==> src/rtl/pkdb_pkg.sv <==
package pkdb_pkg;

    localparam int unsigned DATA_W = 32;
    localparam int unsigned DT_W   = 24;
    localparam int unsigned IDX_W  = 2;
    localparam int unsigned CFG_W  = DT_W;
    // a*dt and v*dt product width (signed 32 x unsigned 24)
    localparam int unsigned PROD_W = DATA_W + DT_W + 1;
    // drifted position, wide enough to hold p + v*dt exactly
    localparam int unsigned POSW_W = 42;

    localparam logic [IDX_W-1:0] REG_TIME_STEP     = 2'd0;
    localparam logic [IDX_W-1:0] REG_BOUNDARY_MODE = 2'd1;

    typedef enum logic [1:0] {
        MODE_PERIODIC = 2'd0,
        MODE_REFLECT  = 2'd1,
        MODE_OPEN     = 2'd2,
        MODE_PASS     = 2'd3
    } t_mode;

    localparam logic signed [DATA_W-1:0] VEL_MAX = {1'b0, {(DATA_W-1){1'b1}}};
    localparam logic signed [DATA_W-1:0] VEL_MIN = {1'b1, {(DATA_W-1){1'b0}}};

    // clamp a 33-bit sum to the signed 32-bit range
    function automatic logic signed [DATA_W-1:0] sat33(input logic signed [DATA_W:0] x);
        logic signed [DATA_W-1:0] y;
        if (x[DATA_W] != x[DATA_W-1]) begin
            y = x[DATA_W] ? VEL_MIN : VEL_MAX;
        end else begin
            y = x[DATA_W-1:0];
        end
        return y;
    endfunction

    // negate, most negative value goes to most positive
    function automatic logic signed [DATA_W-1:0] neg_sat(input logic signed [DATA_W-1:0] x);
        logic signed [DATA_W-1:0] y;
        if (x == VEL_MIN) begin
            y = VEL_MAX;
        end else begin
            y = -x;
        end
        return y;
    endfunction

endpackage

==> src/rtl/pkdb_bound.sv <==
// Boundary handling per axis, registered output.
module pkdb_bound
    import pkdb_pkg::*;
(
    input  logic                     i_clk,
    input  t_mode                    i_mode,
    input  logic signed [POSW_W-1:0] i_pos_new,
    input  logic [DATA_W-1:0]        i_pos,
    input  logic signed [DATA_W-1:0] i_vel_orig,
    input  logic signed [DATA_W-1:0] i_vel_new,
    input  logic signed [DATA_W-1:0] i_acc,
    output logic [DATA_W-1:0]        o_pos,
    output logic signed [DATA_W-1:0] o_vel,
    output logic signed [DATA_W-1:0] o_acc,
    output logic                     o_left
);

    localparam logic signed [POSW_W-1:0] TWO_BOX = POSW_W'(1) <<< (DATA_W + 1);

    logic [DATA_W-1:0]        r_pos, n_pos;
    logic signed [DATA_W-1:0] r_vel, n_vel, r_acc, n_acc;
    logic                     r_left, n_left;
    logic                     n_oor;
    logic signed [POSW_W-1:0] n_mir;

    always_comb begin
        n_oor  = i_pos_new[POSW_W-1] || (i_pos_new[POSW_W-2:DATA_W] != '0);
        n_mir  = i_pos_new[POSW_W-1] ? -i_pos_new : (TWO_BOX - i_pos_new);
        n_pos  = i_pos_new[DATA_W-1:0];
        n_vel  = i_vel_new;
        n_acc  = i_acc;
        n_left = 1'b0;
        case (i_mode)
            MODE_PERIODIC: begin
                n_pos = i_pos_new[DATA_W-1:0];
            end
            MODE_REFLECT: begin
                if (n_oor) begin
                    // mirror, then clamp into the box
                    if (n_mir[POSW_W-1]) begin
                        n_pos = '0;
                    end else if (n_mir[POSW_W-2:DATA_W] != '0) begin
                        n_pos = '1;
                    end else begin
                        n_pos = n_mir[DATA_W-1:0];
                    end
                    n_vel = neg_sat(i_vel_new);
                    n_acc = neg_sat(i_acc);
                end
            end
            MODE_OPEN: begin
                n_left = n_oor;
            end
            MODE_PASS: begin
                n_pos = i_pos;
                n_vel = i_vel_orig;
            end
            default: begin
                n_pos = i_pos_new[DATA_W-1:0];
            end
        endcase
    end

    always_ff @(posedge i_clk) begin
        r_pos  <= n_pos;
        r_vel  <= n_vel;
        r_acc  <= n_acc;
        r_left <= n_left;
    end

    assign o_pos  = r_pos;
    assign o_vel  = r_vel;
    assign o_acc  = r_acc;
    assign o_left = r_left;

endmodule

==> config.mk <==
export PLATFORM = sky130hd
export DESIGN_NAME = pkdb_bound
export DESIGN_NICKNAME = d
export VERILOG_FILES = /design/src/rtl/pkdb_pkg.sv /design/src/rtl/pkdb_bound.sv
export SDC_FILE = /design/constraint.sdc
export NUM_CORES = 1
export LEC_CHECK = 0
export BUFFER_PORTS_ARGS = -buffer_cell sky130_fd_sc_hd__buf_2
export CAP_MARGIN = 20
export CORE_MARGIN = 5
export CORE_UTILIZATION = 45
export DETAILED_ROUTE_END_ITERATION = 8
export PLACE_DENSITY_LB_ADDON = 0.12
export RECOVER_POWER = 100
export SLEW_MARGIN = 0
export SYNTH_ARGS = -nofsm -noshare
export SYNTH_HDL_FRONTEND = slang
export SYNTH_SLANG_ARGS = --single-unit
==> constraint.sdc <==
create_clock -name i_clk -period 3.95 [get_ports i_clk]
set_input_delay 0.79 -clock i_clk [delete_from_list [all_inputs] [get_ports i_clk]]
set_output_delay 0.79 -clock i_clk [all_outputs]
set_load 0.01 [all_outputs]
==> metrics.yaml, run 1 <==
yosys:
  ys_dominant_reg_cell: "dfxtp_1"
  async_flop_share_pct: 0
  avgSynthCellArea_um2: 7.388
  ys_seq_elements: 97
  synth_top_area_share_pct: 32.94
  synth.most_common_cell: "dfxtp_1"
  yosysSeqAreaShare_pct: 32.94
  synth_area_mm2: 0.005896
  synth_nets: 974
  synth_edf_count: 0
  ys.warnings.count: 0
  synth_area_leaders: "dfxtp_1 33%, o21ai_0 7.0%, a21oi_1 5.7%"
  syn_inst: 798
  yosys-top-cells-count: "97 x dfxtp_1, 83 x o21ai_0, 74 x nor2_1"
  synth_top_cell_by_area: "dfxtp_1"
  ys_types: 62
timing:
  worstMarginPinSlew_ns: 1.076
  hold_viol_final: 0
  clock.fmax_mhz: 269.2
  slew_violations: 0
  period_share_pct: 94.06
  slew_headroom_pct: 28.29
  fin_tns_setup_ns: 0
  finalWorstSetupSlack_ns: 0.2348
  setup_viol: 0
  rsz0062_at_grt: "no"
  timing.final.crit_period_ns: 3.715
grt:
  grt_antenna_before_repair: 7
  grt_overflow_total: 0
  grt_pass1_wl_mm: 34.58
  grt_max_degree: 56
  grt_usage_pct: 26.74
  grt_pass1_vias: 6940
setup_path:
  crit_type: "in -> reg"
  critPathMaxStageDelay_ns: 0.57
  required_ns: 4.23
  crit_path_start_kind: "primary input"
  crit_cells: 10
  cp-end-kind: "flop"
  crit_path_end: "o_vel[14]$_DFF_P_"
  cp.arrival_ns: 4.00
  startpoint: "i_vel_new[10]"
  critPathMaxFanout: 12
  critical_path.top_delay_family: "simple AND/OR/NAND/NOR gates"
  crit_buf_inv: 2
  crit_chain: "clkbuf_1, or4_4, or4b_1, or3_1, or3_1, o21ai_1, buf_4, a21o_1, a21oi_1, a21oi_1"
  crit_slowest_cell: "o21ai_1"
clocking:
  cts-resized-gates: 0
  post-cts-setup-buffers: 0
  htree_levels: 3
  clockRootBuffer: "clkbuf_16"
  cts_buffer_depth: 2
  cts-buffers-inserted: 9
  cts_tree: "done"
  path_clk_slew_ns: 0.07
  cts_hold_buf: 0
  cts_sinks: 97
routing:
  drtPass1Iterations: 5
  drc_errors: 0
  wl_mm: 21.78
  vias_per_cell: 5.832
  routed-via-count: 7238
  first_iter_violations: 780
  ant_nets: 0
  avgRoutedWirePerCell_um: 17.55
worst_hold_path:
  hold_path.class: "in -> reg"
power:
  p_sw_mw: 0.7495
  p_int_mw: 1.803
  p_comb_share_pct: 20.8
  p_clk_share_pct: 36.4
  power.total_mw: 2.552
  seqPwrFrac_pct: 42.8
  leakagePower_nw: 2.993
  netSwitchingFraction_pct: 29.37
  powerDensity_mw_per_mm2: 331.3
  ir_drop_mv: 0.1812
die:
  rows: 41
  dieArea_mm2: 0.01549
  core_mm2: 0.01272
  pin_count: 270
  initial_core_util_pct: 46.34
  die_w_um: 124.5
  fp.dieH_um: 124.5
placement:
  io_buffers: 269
  place_hpwl_mm: 16.54
  gp_congestion: 0.9692
  pre_cts_slack_ns: 0.01414
job:
  cap_viol_max_count: 0
outcome:
  status: "complete, no violations"
layout:
  num-nets-final: 1236
  drive_gt1_share_pct: 21.60
  n_fill_cell: 1287
  syn_to_final_growth_pct: 30.69
-- power groups by stage --
stage,clock (mW),sequential [mW],combinational [mW]
4_1_cts,0.943,1.09,0.555
3_3_place_gp,0,1.11,0.550
2_1_floorplan,0,1.16,0.215
3_5_place_dp,0,1.11,0.553
5_1_grt,0.982,1.10,0.583
6_report,0.929,1.09,0.531
-- area by class of cell --
cell class | count | area [µm²] | area share, %
sequential | 97 | 1942 | 25.20
clock buffer | 11 | 252.7 | 3.280
timing repair buffer | 307 | 1483 | 19.24
multi-input combinational | 625 | 3665 | 47.56
antenna | 4 | 10.01 | 0.1299
clock inverter | 5 | 62.56 | 0.8120
inverter | 20 | 75.07 | 0.9743
tap | 172 | 215.2 | 2.793
-- worst min-delay path by stage --
| stage | start | end | slack (ns) | cells past startpoint |
|---|---|---|---|---|
| after CTS | i_acc[28] | o_acc[28]$_DFF_P_ | 0.64 | 2 |
| after floorplan | i_acc[22] | o_acc[22]$_DFF_P_ | 0.89 | 1 |
| after global placement | i_acc[28] | o_acc[28]$_DFF_P_ | 1.01 | 2 |
| final | i_acc[28] | o_acc[28]$_DFF_P_ | 0.65 | 2 |
| after global routing | i_vel_new[25] | o_vel[25]$_DFF_P_ | 0.65 | 2 |
| after detailed placement | i_acc[28] | o_acc[28]$_DFF_P_ | 1.01 | 2 |
-- kinds of logic (layout without fill, tap and decap cells) --
| family | count (synthesis) | after routing | share of synthesized area [%] |
|---|---|---|---|
| buffers and inverters | 76 | 343 | 5.072 |
| AOI/OAI and AO/OA | 294 | 294 | 32.51 |
| xor gates and xnor gates | 10 | 10 | 1.486 |
| adders and majority gates | 4 | 4 | 0.8065 |
| other | 0 | 4 | 0 |
| DFF | 97 | 97 | 32.94 |
| muxes | 1 | 1 | 0.1698 |
| and+or+nand+nor | 316 | 316 | 27.02 |
-- routing by layer --
| layer | track usage, % | vias up | part of all wire, % | wire length, µm |
|---|---|---|---|---|
| met3 | 8.233 | 65 | 8.5 | 1849 |
| li1 | - | 3547 | - | - |
| met4 | 12.96 | 6 | 3.5 | 762 |
| met2 | 44.40 | 343 | 47 | 10310 |
| met1 | 31.28 | 3277 | 41 | 8825 |
| met5 | 0 | - | 0.16 | 34 |
-- state kept, by name, indices dropped and copies added (netlist names) --
register  flops
o_acc        32
o_left        1
o_pos        32
o_vel        32
-- through the flow --
step	hold slack, ns	utilization, %	cell area (µm²)	std cells
5_1_grt	0.6496	60.56	7705	1241
4_1_cts	0.6387	61.81	7864	1237
3_5_place_dp	1.010	59.33	7548	1221
3_3_place_gp	1.009	59.33	7548	1221
6_report	0.6522	60.56	7705	1241
2_1_floorplan	0.8912	-	5896	798
-- cell usage in the layout, fill, tap and decap left out, types with 10 or more instances in the layout --
cell type and count:
nand2_1 72, clkbuf_1 109, o22ai_1 11, inv_1 20, or4_1 10, a21oi_1 67
nor3_1 31, or3_1 19, nand3_1 25, o21ai_0 82, a22oi_1 22, dfxtp_1 97
buf_4 27, nor4_1 34, nor2_1 74, a31oi_1 18, a21o_1 12, buf_2 168
(Power assumes the default switching activity.)
==> run 2, diff against run 1 <==
Settings changed: CTS_BUF_LIST set to sky130_fd_sc_hd__clkbuf_8.
==> run 2 against run 1 <==
Net effect:
- via count grew 0.12%
- highest routed layer unchanged
- sequential cell count unchanged
- die area did not move
- utilization down 0.89 points
- sequential share of layout area increased by 0.37 points
- total power fell by 8.7%
- clock-buffer cell count did not move
- first-iteration DRC count grew 8.5%
==> metrics.yaml, run 2 (same netlist as run 1, synthesis figures left out) <==
power:
  ir_drop_mv: 0.2084  # +15%
  powerDensity_mw_per_mm2: 306.8  # -7.4%
  leakagePower_nw: 2.946  # -1.6%
  power.total_mw: 2.329  # -8.7%
grt:
  grt_antenna_before_repair: 6  # -1
  grt_pass1_vias: 6857  # -1.2%
  grt_pass1_wl_mm: 34.38  # -0.56%
  grt_overflow_total: 0  # unchanged
  grt_max_degree: 56  # unchanged
  grt_usage_pct: 26.57  # -0.17 points
timing:
  hold_viol_final: 0  # unchanged
  setup_viol: 0  # unchanged
  slew_violations: 0  # unchanged
  slew_headroom_pct: 26.24  # -2.1 points
  clock.fmax_mhz: 272.9  # +1.4%
  timing.final.crit_period_ns: 3.664  # -0.05112 ns
  finalWorstSetupSlack_ns: 0.2859  # +0.05112 ns
  period_share_pct: 92.76  # -1.3 points
  worstMarginPinSlew_ns: 1.106  # +0.03082 ns
  fin_tns_setup_ns: 0  # unchanged
  rsz0062_at_grt: "no"
routing:
  wl_mm: 21.76  # -0.11%
  first_iter_violations: 846  # +8.5%
  ant_nets: 0  # unchanged
  drtPass1Iterations: 5  # unchanged
  drc_errors: 0  # unchanged
  routed-via-count: 7247  # +0.12%
  avgRoutedWirePerCell_um: 17.55  # about the same
  vias_per_cell: 5.844  # +0.21%
die:
  initial_core_util_pct: 46.34  # unchanged
  core_mm2: 0.01272  # unchanged
  pin_count: 270  # unchanged
  rows: 41  # unchanged
  die_w_um: 124.5  # unchanged
  fp.dieH_um: 124.5  # unchanged
  dieArea_mm2: 0.01549  # unchanged
clocking:
  cts-buffers-inserted: 9  # unchanged
  htree_levels: 3  # unchanged
  post-cts-setup-buffers: 0  # unchanged
  cts_hold_buf: 0  # unchanged
  clockRootBuffer: "clkbuf_8"
  path_clk_slew_ns: 0.10  # +0.03 ns
  cts_sinks: 97  # unchanged
  cts-resized-gates: 0  # unchanged
  cts_buffer_depth: 2  # unchanged
  cts_tree: "done"
setup_path:
  crit_chain: "clkbuf_1, or4_1, or4b_1, or3_1, or3_1, o21a_1, and3_1, a311oi_1"
  cp-end-kind: "flop"
  cp.arrival_ns: 3.97  # -0.03 ns
  crit_type: "in -> reg"
  required_ns: 4.25  # +0.02 ns
  critPathMaxStageDelay_ns: 0.57  # about the same
  crit_path_start_kind: "primary input"
  crit_top_cell: "or3_1"
  crit_slowest_cell: "or4_1"
  critPathMaxFanout: 16  # +4
layout:
  layout_common_cells: "168 x buf_2, 109 x clkbuf_1, 97 x dfxtp_1"
  n_fill_cell: 1299  # +0.93%
  layoutNonFillerInstCount: 1240  # -0.081%
  fin_area_mm2: 0.007592  # -1.5%
  final_common_cell: "buf_2"
  multi_input_area_mm2: 0.003659  # -0.17%
  num-nets-final: 1236  # unchanged
  drive_gt1_share_pct: 21.50  # -0.094 points
  syn_to_final_growth_pct: 28.78
  register_area_mm2: 0.001942  # unchanged
worst_hold_path:
  hold_path.class: "in -> reg"
job:
  cap_viol_max_count: 0  # unchanged
placement:
  place_area_mm2: 0.007548  # unchanged
  dp_cells: 1221  # unchanged
  pre_cts_slack_ns: 0.01414  # unchanged
  io_buffers: 269  # unchanged
  gp_congestion: 0.9692  # unchanged
  place_hpwl_mm: 16.54  # unchanged
outcome:
  status: "complete, no violations"
-- run 2: metal layers --
| layer | vias to the layer above | share of wire, % | GRT usage, % |
|---|---|---|---|
| met5 | - | 0.16 | 0 |
| met4 | 6 | 3.5 | 12.38 |
| met2 | 350 | 47 | 44.05 |
| met3 | 67 | 9.0 | 7.976 |
| li1 | 3535 | - | - |
| met1 | 3289 | 40 | 31.46 |
-- run 2: where the power goes --
group / internal, mW / switching (mW) / total [mW]
sequential: 1.07 / 0.0253 / 1.09
clock: 0.331 / 0.378 / 0.708
combinational: 0.206 / 0.323 / 0.530
-- run 2: path summary, 6_finish.rpt --
path | start | end | slack (ns) | cells past startpoint
setup / recovery | i_vel_new[10] | o_vel[2]$_DFF_P_ | 0.29 | 8
hold / removal | i_acc[28] | o_acc[28]$_DFF_P_ | 0.61 | 2
-- run 2: critical path: cells and delay by family --
| family | cells | cell delay (ns) |
|---|---|---|
| compound gates | 2 | 0.73 |
| simple gates | 5 | 2.32 |
| buf+inv | 1 | 0.11 |
-- run 2: metrics by stage --
stage / hold WS [ns] / utilization (%)
after floorplan: 0.8912 / -
after global placement: 1.009 / 59.33
after detailed placement: 1.010 / 59.33
after CTS: 0.5977 / 61.01
after global routing: 0.6065 / 59.68
final: 0.6072 / 59.68
-- run 2: layout make-up --
cell class | instances | area share, %
multi-input combinational | 625 | 48.19
clock inverter | 5 | 0.8240
clock buffer | 11 | 1.994
inverter | 20 | 0.9888
tap | 172 | 2.835
sequential | 97 | 25.58
timing repair buffer | 307 | 19.50
antenna | 3 | 0.09888
